$ cat config.mk
export PLATFORM = sky130hd
export DESIGN_NAME = ddo_ctrl
export DESIGN_NICKNAME = d
export VERILOG_FILES = /design/src/hw/rtl/ddo_pkg.sv /design/src/hw/rtl/ddo_ctrl.sv
export SDC_FILE = /design/constraint.sdc
export NUM_CORES = 1
export LEC_CHECK = 0
export BUFFER_PORTS_ARGS = -buffer_cell sky130_fd_sc_hd__buf_2
export CORE_MARGIN = 2
export CORE_UTILIZATION = 35
export DETAILED_ROUTE_END_ITERATION = 10
export SYNTH_ARGS = -nofsm -noshare
export SYNTH_HDL_FRONTEND = slang
export SYNTH_SLANG_ARGS = --single-unit
$ cat constraint.sdc
create_clock -name clk -period 2.17 [get_ports clk]
set_input_delay 0.3255 -clock clk [delete_from_list [all_inputs] [get_ports clk]]
set_output_delay 0.3255 -clock clk [all_outputs]
set_load 0.01 [all_outputs]
$ cat src/hw/rtl/ddo_pkg.sv
// Shared constants, command types and the quarter-wave sine table for the odometry block.
package ddo_pkg;

  // Encoder and table geometry.
  localparam int ENC_W     = 12;
  localparam int TBL_BITS  = 10;
  localparam int TBL_N     = 1 << TBL_BITS;
  localparam int STEP_W    = ENC_W + 1;
  localparam int WORK_W    = ENC_W + 2;
  localparam int MAG_W     = 31;
  localparam int CFG_ADDR_W = 3;
  localparam int CFG_DATA_W = 64;
  localparam int ENC_HALF  = 1 << (ENC_W - 1);
  localparam int ENC_FULL  = 1 << ENC_W;
  localparam logic signed [WORK_W-1:0] ENC_HALF_S = WORK_W'(ENC_HALF);
  localparam logic signed [WORK_W-1:0] ENC_FULL_S = WORK_W'(ENC_FULL);
  localparam logic [63:0] HALF_PI_Q30 = 64'd1686629713;
  localparam logic signed [63:0] ONE_Q30 = 64'sd1073741824;

  // Split point of the distance product for the two partial products.
  localparam int M_W  = STEP_W + 32;
  localparam int LO_W = 25;

  // Configuration register indexes.
  typedef enum logic [CFG_ADDR_W-1:0] {
    CFG_METRES_PER_TICK = 3'd0,
    CFG_TURN_PER_TICK   = 3'd1,
    CFG_START_X         = 3'd2,
    CFG_START_Y         = 3'd3,
    CFG_START_HEADING   = 3'd4
  } cfg_idx_t;

  // Operand choice for the shared multiplier.
  typedef enum logic [2:0] {
    MUL_DIST = 3'd0,
    MUL_HI_C = 3'd1,
    MUL_LO_C = 3'd2,
    MUL_HI_S = 3'd3,
    MUL_LO_S = 3'd4,
    MUL_TURN = 3'd5
  } mul_sel_t;

  // Commands from the controller to the datapath.
  typedef struct packed {
    logic     load;
    mul_sel_t mul_sel;
    logic     rom_cos;
    logic     cap_m;
    logic     cap_s;
    logic     cap_hi;
    logic     make_r;
    logic     add_x;
    logic     add_y;
    logic     add_th;
    logic     out_load;
  } cmd_t;

  // Status from the datapath to the controller.
  typedef struct packed {
    logic will_update;
  } stat_t;

  typedef logic [MAG_W-1:0] rom_t [0:TBL_N];

  // Builds the quarter-wave sine table in Q30 from a 17th-order Taylor sum.
  function automatic rom_t build_quarter();
    rom_t              t;
    logic [63:0]       x;
    logic [63:0]       x2;
    logic [63:0]       term;
    logic signed [63:0] sum;
    for (int j = 0; j <= TBL_N; j++) begin
      x    = (64'(j) * HALF_PI_Q30 + 64'(TBL_N / 2)) >> TBL_BITS;
      x2   = (x * x) >> 30;
      term = x;
      sum  = $signed(x);
      for (int n = 1; n <= 8; n++) begin
        term = (term * x2) >> 30;
        case (n)
          1: term = term / 64'd6;
          2: term = term / 64'd20;
          3: term = term / 64'd42;
          4: term = term / 64'd72;
          5: term = term / 64'd110;
          6: term = term / 64'd156;
          7: term = term / 64'd210;
          default: term = term / 64'd272;
        endcase
        if (n % 2 == 1) begin
          sum = sum - $signed(term);
        end else begin
          sum = sum + $signed(term);
        end
      end
      if (sum < 0) sum = 0;
      if (sum > ONE_Q30) sum = ONE_Q30;
      t[j] = MAG_W'(sum);
    end
    return t;
  endfunction

  // Folds an angle difference into the half-turn window.
  function automatic logic signed [WORK_W-1:0] unwrap(input logic signed [WORK_W-1:0] d);
    logic signed [WORK_W-1:0] r;
    r = d;
    if (d > ENC_HALF_S) begin
      r = d - ENC_FULL_S;
    end else if (d < -ENC_HALF_S) begin
      r = d + ENC_FULL_S;
    end
    return r;
  endfunction

endpackage

$ cat src/hw/rtl/ddo_ctrl.sv
// Odometry controller: sequences one request through the shared multiplier.
module ddo_ctrl (
  input  logic           clk,
  input  logic           rst,
  input  logic           s_tvalid,
  output logic           s_tready,
  output logic           m_tvalid,
  input  logic           m_tready,
  input  ddo_pkg::stat_t stat,
  output ddo_pkg::cmd_t  cmd
);

  typedef enum logic [8:0] {
    S_IDLE = 9'b000000001,
    S_M    = 9'b000000010,
    S_HX   = 9'b000000100,
    S_LX   = 9'b000001000,
    S_RX   = 9'b000010000,
    S_AX   = 9'b000100000,
    S_RY   = 9'b001000000,
    S_AY   = 9'b010000000,
    S_DONE = 9'b100000000
  } state_t;

  state_t state;
  state_t state_next;
  logic   out_free;

  assign s_tready = (state == S_IDLE);
  assign out_free = !m_tvalid || m_tready;

  // Next state and command decode.
  always_comb begin
    state_next  = state;
    cmd         = '0;
    cmd.mul_sel = ddo_pkg::MUL_DIST;
    case (state)
      S_IDLE: begin
        if (s_tvalid) begin
          cmd.load   = 1'b1;
          state_next = stat.will_update ? S_M : S_DONE;
        end
      end
      S_M: begin
        cmd.rom_cos = 1'b1;
        state_next  = S_HX;
      end
      S_HX: begin
        cmd.mul_sel = ddo_pkg::MUL_HI_C;
        cmd.cap_m   = 1'b1;
        state_next  = S_LX;
      end
      S_LX: begin
        cmd.mul_sel = ddo_pkg::MUL_LO_C;
        cmd.cap_hi  = 1'b1;
        cmd.cap_s   = 1'b1;
        state_next  = S_RX;
      end
      S_RX: begin
        cmd.mul_sel = ddo_pkg::MUL_HI_S;
        cmd.make_r  = 1'b1;
        state_next  = S_AX;
      end
      S_AX: begin
        cmd.mul_sel = ddo_pkg::MUL_LO_S;
        cmd.add_x   = 1'b1;
        cmd.cap_hi  = 1'b1;
        state_next  = S_RY;
      end
      S_RY: begin
        cmd.mul_sel = ddo_pkg::MUL_TURN;
        cmd.make_r  = 1'b1;
        state_next  = S_AY;
      end
      S_AY: begin
        cmd.add_y  = 1'b1;
        cmd.add_th = 1'b1;
        state_next = S_DONE;
      end
      S_DONE: begin
        if (out_free) begin
          cmd.out_load = 1'b1;
          state_next   = S_IDLE;
        end
      end
      default: state_next = S_IDLE;
    endcase
  end

  // State and result-valid registers.
  always_ff @(posedge clk) begin
    if (rst) begin
      state    <= S_IDLE;
      m_tvalid <= 1'b0;
    end else begin
      state <= state_next;
      if (cmd.out_load) begin
        m_tvalid <= 1'b1;
      end else if (m_tready) begin
        m_tvalid <= 1'b0;
      end
    end
  end

  // The pose sequence always finishes in the result state.
  a_ay_to_done: assert property (@(posedge clk) disable iff (rst)
    (state == S_AY) |=> (state == S_DONE))
    else $error("pose sequence did not reach the result state");

  // A request that updates nothing skips the multiplier sequence.
  a_skip: assert property (@(posedge clk) disable iff (rst)
    (s_tvalid && s_tready && !stat.will_update) |=> (state == S_DONE))
    else $error("non-updating request entered the multiplier sequence");

  // A new result only appears after the result state.
  a_result_src: assert property (@(posedge clk) disable iff (rst)
    $rose(m_tvalid) |-> $past(state == S_DONE))
    else $error("result raised outside the result state");

endmodule

==> results.tsv, run 1 <==
stage	metric	value	unit
grt	via count of the first global-routing pass	528	
run	Maximum Capacitance Violations	0	
layout	net total in the final layout	101	
die	number of top-level design ports	20	
layout	area taken by flip-flops and latches	209	um2
clock_network	number of buffers created by CTS	3	
grt	global routing met3 resource utilization	3.97	%
drt	vias post-DR	583	
synth	Yosys top cell by area	dfxtp_1	
synth	post-synthesis instance area	607	um2
synth	Synth async-reset ratio	0	%
grt	first-pass GRT wire length	2230	um
timing	Final Hold Viols	0	
synth	Gate Count Post-Synth	73	
timing	final slew viol count	0	
min_path	Worst Hold Launch	rst	
timing	minimum clock period after layout	2.20	ns
status	result of the run	finished, violations left	
synth	yosys warns	0	
power	static leakage power	0.000361	uW
die	die outline area	2080	um2
synth	post-synthesis area per instance	8.31	um2
drt	final wirelength	1390	um
layout	number of standard cells in the layout, taps in and fillers out	111	
synth	flop and latch count out of synthesis	10	
grt	antenna violations before repair	0	
drt	post-route ant nets	0	
place	routability congestion estimate	0.782	
place	post-detail-place hpwl	1040	um
timing	number of failing setup endpoints in the final timing report	2	
place	placed cells	105	
drt	count of routing violations after the opening detailed-route iteration	7	
clock_network	clock root buffer	clkbuf_4	
worst_setup_path	critical path class	reg2out	
power	Peak supply drop	203	uV
timing	fin crit share	101	%
worst_setup_path	R2R cell count	5	
min_path	cell depth of the worst min-delay path	2	
worst_setup_path	Arr. time, crit path	1.87	ns
synth	Post-Synthesis Net Count	78	
grt	overall track demand over capacity in global routing	15.3	%
worst_setup_path	worst-case register-to-register setup slack	0.44	ns
synth	sequential-to-total area share from yosys stat	33.0	%
worst_setup_path	Req. time, crit path	1.84	ns
clock_network	number of clock sinks seen by CTS	10	
worst_setup_path	maximum fanout along the worst path	3	
die	floorplan die width	45.6	um
drt	iteration count of the initial detailed-routing pass	4	
synth	most used flip-flop cell after synthesis	dfxtp_1	
timing	Worst-Margin Slew	0.451	ns
drt	remaining routing DRC violations	0	
worst_setup_path	reg-to-reg critical path startpoint	state[0]$_SDFFE_PP1P_	
timing	worst rel slew slack	69.7	%
synth	leading post-synthesis cells by cell area	dfxtp_1 33%, nor2_1 5.6%, xnor2_1 4.3%, and2_1 4.1%, nor4b_4 3.9%	
timing	worst slack on hold paths	0.273	ns
layout	Fill cells	161	
layout	post-synthesis to final-layout area growth	30.1	%
grt	global route total overflow	0	
clock_network	clock latency reported for the late side of the worst-skew pair	0.26	ns
layout	share of cells above drive strength 1	39.4	%
layout	diode insertion count for antenna repair	0	
power	Overall Power	400	uW
worst_setup_path	sort of element at the start of the critical path	register	
power	power density normalized to cell area	507	nW/um2
die	starting density of the core	36.3	%
grt	gr busiest metal	met2	
die	chip height	45.6	um
timing	sum of negative setup slack	-0.0382	ns
place	post-placement cell area	704	um2
clock_network	Max Buffers Root-to-Sink	2	
min_path	worst min path class	in2reg	
timing	maximum clock skew at final layout	0.00196	ns
synth	number of enable-type register cells in the synthesized netlist	0	
clock_network	# H-tree levels	1	
drt	Vias/cell	5.25	
worst_setup_path	endpoint kind of the worst setup timing path	output port	
grt	grt met1 use	19.6	%
worst_setup_path	endpoint of the lowest-slack register-to-register path	state[6]$_SDFFE_PP0P_	
layout	multi-input gate area in the final layout	404	um2
timing	minimum setup slack in the final design	-0.0303	ns
die	row count	15	
timing	unrepaired setup endpoints after global routing	true	
grt	largest net degree at the start of global routing	10	
timing	Max Clock Freq	0.454	GHz
layout	final design instance area without fill	790	um2
min_path	destination of the worst hold path	state[8]$_SDFFE_PP0P_	
die	area inside the core boundary	1670	um2
clock_network	cts-stage hold buffer count	0	
synth	number of different library cells in the post-synthesis netlist	34	
clock_network	clock-pin slew of the registers on the worst-case setup and hold paths	0.07	ns
place	# port buffers	19	
grt	met2 usage in global routing	22.8	%
status	failing checks	negative setup slack	
drt	detailed-route wire length per cell	12.5	um
synth	area share of the largest cell type after synthesis	33.0	%
clock_network	clock tree from TritonCTS	built	
## synth_stat cells, types with 2 or more instances
library cell	instances
nand4_1	2
a21oi_1	3
nor3_1	4
nor2_1	9
nor4b_1	2
clkbuf_1	2
xnor2_1	3
nand2_1	2
nor4_1	2
nand2b_1	2
nor2b_1	3
o21ai_0	2
dfxtp_1	10
and2_1	4
inv_1	4
## power breakdown
group	internal, uW	switching (uW)
clock	64.0	66.8
combinational	36.0	41.7
sequential	188	3.62
total	288	112
## sequential cells by signal, indices dropped and copies added, names as in the netlist
name,count
state,9
m_tvalid,1
## how the worst max path moves through the flow
stage	start	to	cells after the start
3_3_place_gp	state[0]$_SDFFE_PP1P_	cmd[10]	5
2_1_floorplan	state[3]$_SDFFE_PP0P_	cmd[2]	5
4_1_cts	state[0]$_SDFFE_PP1P_	cmd[3]	4
5_1_grt	state[0]$_SDFFE_PP1P_	cmd[3]	4
6_report	state[0]$_SDFFE_PP1P_	cmd[3]	4
3_5_place_dp	state[0]$_SDFFE_PP1P_	cmd[10]	5
## worst max-delay path: stages, from the launching register on
cell     delay [ns]
dfxtp_4        0.34
or3_4          0.39
or4_4          0.46
nor4b_4        0.24
buf_2          0.17
## area by class of cell
class,count,share of cell area [%]
flip-flops and latches,10,26.5
repair buffers,22,14.9
clock buffers,3,2.85
well taps,17,2.69
multi-input cells,55,51.2
inverters,4,1.90
## cell families after synthesis
kind of cell	synth area share, %
simple gates	46.0
xor+xnor	5.77
mux	1.65
buf+inv	5.57
flops	33.0
compound gates	8.04
## cell usage in the layout (no fill, tap or decap), types with 2 or more instances in the layout
cell	Yosys	layout
clkbuf_4	0	3
nor3_2	1	2
nor2b_1	3	3
buf_4	1	3
buf_2	0	19
nand4_1	2	2
dfxtp_1	10	7
o21ai_0	2	2
and2_1	4	4
a21oi_1	3	3
nor2_1	9	9
xnor2_1	3	3
dfxtp_4	0	2
inv_1	4	4
nor3_1	4	3
nor4b_2	0	2
nand2_1	2	2
## layer usage
layer	wire length [um]	vias to the layer above	share of wire, %
met5	0	-	0
met4	14	0	1.0
met3	70	2	5.0
met2	641	16	46
met1	663	265	48
li1	-	300	-
## metrics by stage
step | utilization [%] | worst slack, ns
6_report | 47.3 | -0.0303
3_5_place_dp | 42.2 | 0.186
3_3_place_gp | 42.2 | 0.220
5_1_grt | 47.3 | -0.0938
4_1_cts | 45.8 | -0.0351
2_1_floorplan | - | 0.140
## repair_timing
| item | in CTS | in global routing |
|---|---|---|
| resized for setup | 6 | 4 |
| setup endpoints to repair | 4 | 9 |
| buffers inserted | 3 | 0 |
| pin swaps | 0 | 0 |
Note: power is estimated with default switching activity, not from simulation.
==> run 2: changes to the inputs <==
--- a/config.mk
+++ b/config.mk
@@ -6,9 +6,10 @@
 export NUM_CORES = 1
 export LEC_CHECK = 0
 export BUFFER_PORTS_ARGS = -buffer_cell sky130_fd_sc_hd__buf_2
-export CORE_MARGIN = 2
-export CORE_UTILIZATION = 35
+export CORE_AREA = 2 2 39 41
 export DETAILED_ROUTE_END_ITERATION = 10
+export DIE_AREA = 0 0 41 43
+export PLACE_DENSITY = 0.73
 export SYNTH_ARGS = -nofsm -noshare
 export SYNTH_HDL_FRONTEND = slang
 export SYNTH_SLANG_ARGS = --single-unit
==> results.tsv, run 2 (synthesis results as in run 1) <==
stage	metric	value	unit	change
status	result of the run	finished, violations left		
worst_setup_path	Arr. time, crit path	1.85	ns	-0.02 ns
worst_setup_path	kind of cell adding the most delay to the critical path	simple AND/OR/NAND/NOR gates		
timing	Max Clock Freq	0.460	GHz	+1.1%
drt	final wirelength	1350	um	-2.9%
power	relative contribution of combinational cells to total power	20.5	%	+1.1 points
layout	net total in the final layout	101		unchanged
layout	most frequent cells in the layout	19 x buf_2, 9 x nor2_1, 7 x dfxtp_1, 4 x inv_1, 4 x and2_1		
worst_setup_path	R2R cell count	4		-1
drt	Vias/cell	5.50		+4.7%
worst_setup_path	Largest stage delay, worst path	0.46	ns	about the same
worst_setup_path	worst-case register-to-register setup slack	0.50	ns	+0.06 ns
grt	first-pass GRT wire length	2140	um	-4.0%
worst_setup_path	standard cell with the maximum stage delay on the critical path	or4_4		
clock_network	clock latency reported for the late side of the worst-skew pair	0.26	ns	about the same
timing	minimum setup slack in the final design	-0.00535	ns	+0.0250 ns
timing	number of failing setup endpoints in the final timing report	1		-1
grt	antenna violations before repair	0		unchanged
layout	number of flip-flops in the largest register	9		unchanged
layout	Fill cells	136		-16%
worst_setup_path	reg-to-reg critical path startpoint	state[1]$_SDFFE_PP0P_		
die	floorplan die width	41	um	-10%
worst_setup_path	sort of element at the start of the critical path	register		
drt	post-route ant nets	0		unchanged
power	power share of the clock group	31.0	%	-1.7 points
clock_network	# H-tree levels	1		unchanged
min_path	worst min path class	in2reg		
power	power density normalized to cell area	504	nW/um2	-0.62%
die	starting density of the core	43.9	%	+7.5 points
timing	worst slack on hold paths	0.280	ns	+0.00737 ns
clock_network	clock tree from TritonCTS	built		
worst_setup_path	critical path class	reg2out		
layout	biggest regs	state (9), m_tvalid (1)		
power	switch share	26.4	%	-1.6 points
timing	unrepaired setup endpoints after global routing	true		
timing	worst rel slew slack	70.0	%	+0.27 points
timing	Worst-Margin Slew	0.450	ns	-0.00119 ns
clock_network	clock-pin slew of the registers on the worst-case setup and hold paths	0.06	ns	about the same
die	chip height	43	um	-5.8%
clock_network	number of clock sinks seen by CTS	10		unchanged
worst_setup_path	Req. time, crit path	1.84	ns	about the same
clock_network	Max Buffers Root-to-Sink	2		unchanged
timing	minimum clock period after layout	2.18	ns	-0.0250 ns
layout	multi-input gate area in the final layout	400	um2	-0.93%
worst_setup_path	CP bufs+invs	1		unchanged
worst_setup_path	maximum fanout along the worst path	3		unchanged
min_path	destination of the worst hold path	state[8]$_SDFFE_PP0P_		
min_path	Worst Hold Launch	rst		
drt	detailed-route wire length per cell	12.3	um	-2.0%
grt	overall track demand over capacity in global routing	18.1	%	+2.9 points
die	die outline area	1760	um2	-15%
run	Maximum Capacitance Violations	0		unchanged
worst_setup_path	endpoint of the lowest-slack register-to-register path	state[0]$_SDFFE_PP1P_		
place	routability congestion estimate	0.751		-3.9%
worst_setup_path	critical-path cell list	or3_4 -> or4_4 -> nor4b_4 -> buf_2		
clock_network	cts-stage hold buffer count	0		unchanged
layout	utilization after layout	56.7	%	+9.4 points
drt	iteration count of the initial detailed-routing pass	4		unchanged
timing	maximum clock skew at final layout	0.000380	ns	-0.00158 ns
clock_network	clock root buffer	clkbuf_4		
status	failing checks	negative setup slack		
die	row count	14		-1
drt	remaining routing DRC violations	0		unchanged
place	post-detail-place hpwl	1020	um	-1.8%
drt	count of routing violations after the opening detailed-route iteration	7		unchanged
clock_network	number of buffers created by CTS	3		unchanged
timing	Final Hold Viols	0		unchanged
die	number of top-level design ports	20		unchanged
die	area inside the core boundary	1380	um2	-17%
layout	register bank with the most flops	state		
timing	fin crit share	100	%	-1.2 points
grt	largest net degree at the start of global routing	10		unchanged
power	Pint	291	uW	+0.92%
layout	most common library cell in the layout ignoring fill and taps	buf_2		
power	static leakage power	0.000364	uW	+0.79%
worst_setup_path	endpoint kind of the worst setup timing path	output port		
power	net load switching power	105	uW	-6.8%
layout	share of cells above drive strength 1	39.4	%	unchanged
grt	global route total overflow	0		unchanged
place	# port buffers	19		unchanged
min_path	cell depth of the worst min-delay path	2		unchanged
grt	via count of the first global-routing pass	504		-4.5%
layout	diode insertion count for antenna repair	0		unchanged
power	sequential share of power	48.5	%	+0.6 points
layout	post-synthesis to final-layout area growth	29.3	%	
power	Peak supply drop	284	uV	+40%
drt	vias post-DR	605		+3.8%
layout	area taken by flip-flops and latches	209	um2	unchanged
timing	final slew viol count	0		unchanged
[run 2: worst register-to-register path: stages (launching register included)]
cell     delay [ns]
dfxtp_4        0.34
or3_4          0.39
or4_4          0.46
nor3_2         0.20
o41ai_1        0.13
[run 2: worst max-delay path by stage]
stage	start	end	slack [ns]	cells after the start
after floorplan	state[3]$_SDFFE_PP0P_	cmd[2]	0.14	5
after global placement	state[0]$_SDFFE_PP1P_	cmd[10]	0.22	5
after detailed placement	state[0]$_SDFFE_PP1P_	cmd[10]	0.20	5
after CTS	state[0]$_SDFFE_PP1P_	cmd[3]	-0.007	4
after global routing	state[1]$_SDFFE_PP0P_	cmd[3]	-0.07	4
final	state[1]$_SDFFE_PP0P_	cmd[3]	-0.005	4
[run 2: metal layers]
layer / part of all wire (%) / GRT usage [%] / vias to the layer above
met5: 0 / 0 / -
met4: 1.6 / 10.0 / 0
met1: 43 / 22.5 / 274
li1: - / - / 306
met2: 50 / 28.1 / 21
met3: 5.1 / 3.14 / 4
[run 2: power by group through the flow]
stage / Sequential, uW / Combinational, uW / Clock (uW)
2_1_floorplan: 198 / 44.8 / 0
3_3_place_gp: 199 / 62.8 / 0
4_1_cts: 191 / 75.4 / 128
5_1_grt: 192 / 89.5 / 139
6_report: 192 / 80.8 / 123
3_5_place_dp: 199 / 63.7 / 0
[run 2: repair_timing]
action                                  CTS  global route
resized for setup                         7             3
pin swaps                                 0             2
setup buffers                             2             1
endpoints found under the setup margin    2             8
[run 2: per-stage QoR]
stage	instance area, um2	worst slack (ns)	setup TNS, ns	instances	total power (uW)
after detailed placement	703	0.203	0	104	263
after floorplan	607	0.140	0	73	243
after global routing	785	-0.0732	-0.161	110	421
final	785	-0.00535	-0.00535	110	395
after global placement	703	0.220	0	104	262
after CTS	762	-0.00726	-0.00726	109	395
[run 2: cell type report]
cell class	count	share of cell area (%)
multi-input cells	55	51.0
inverters	4	1.91
repair buffers	22	15.0
well taps	16	2.55
clock buffers	3	2.87
flip-flops and latches	10	26.6
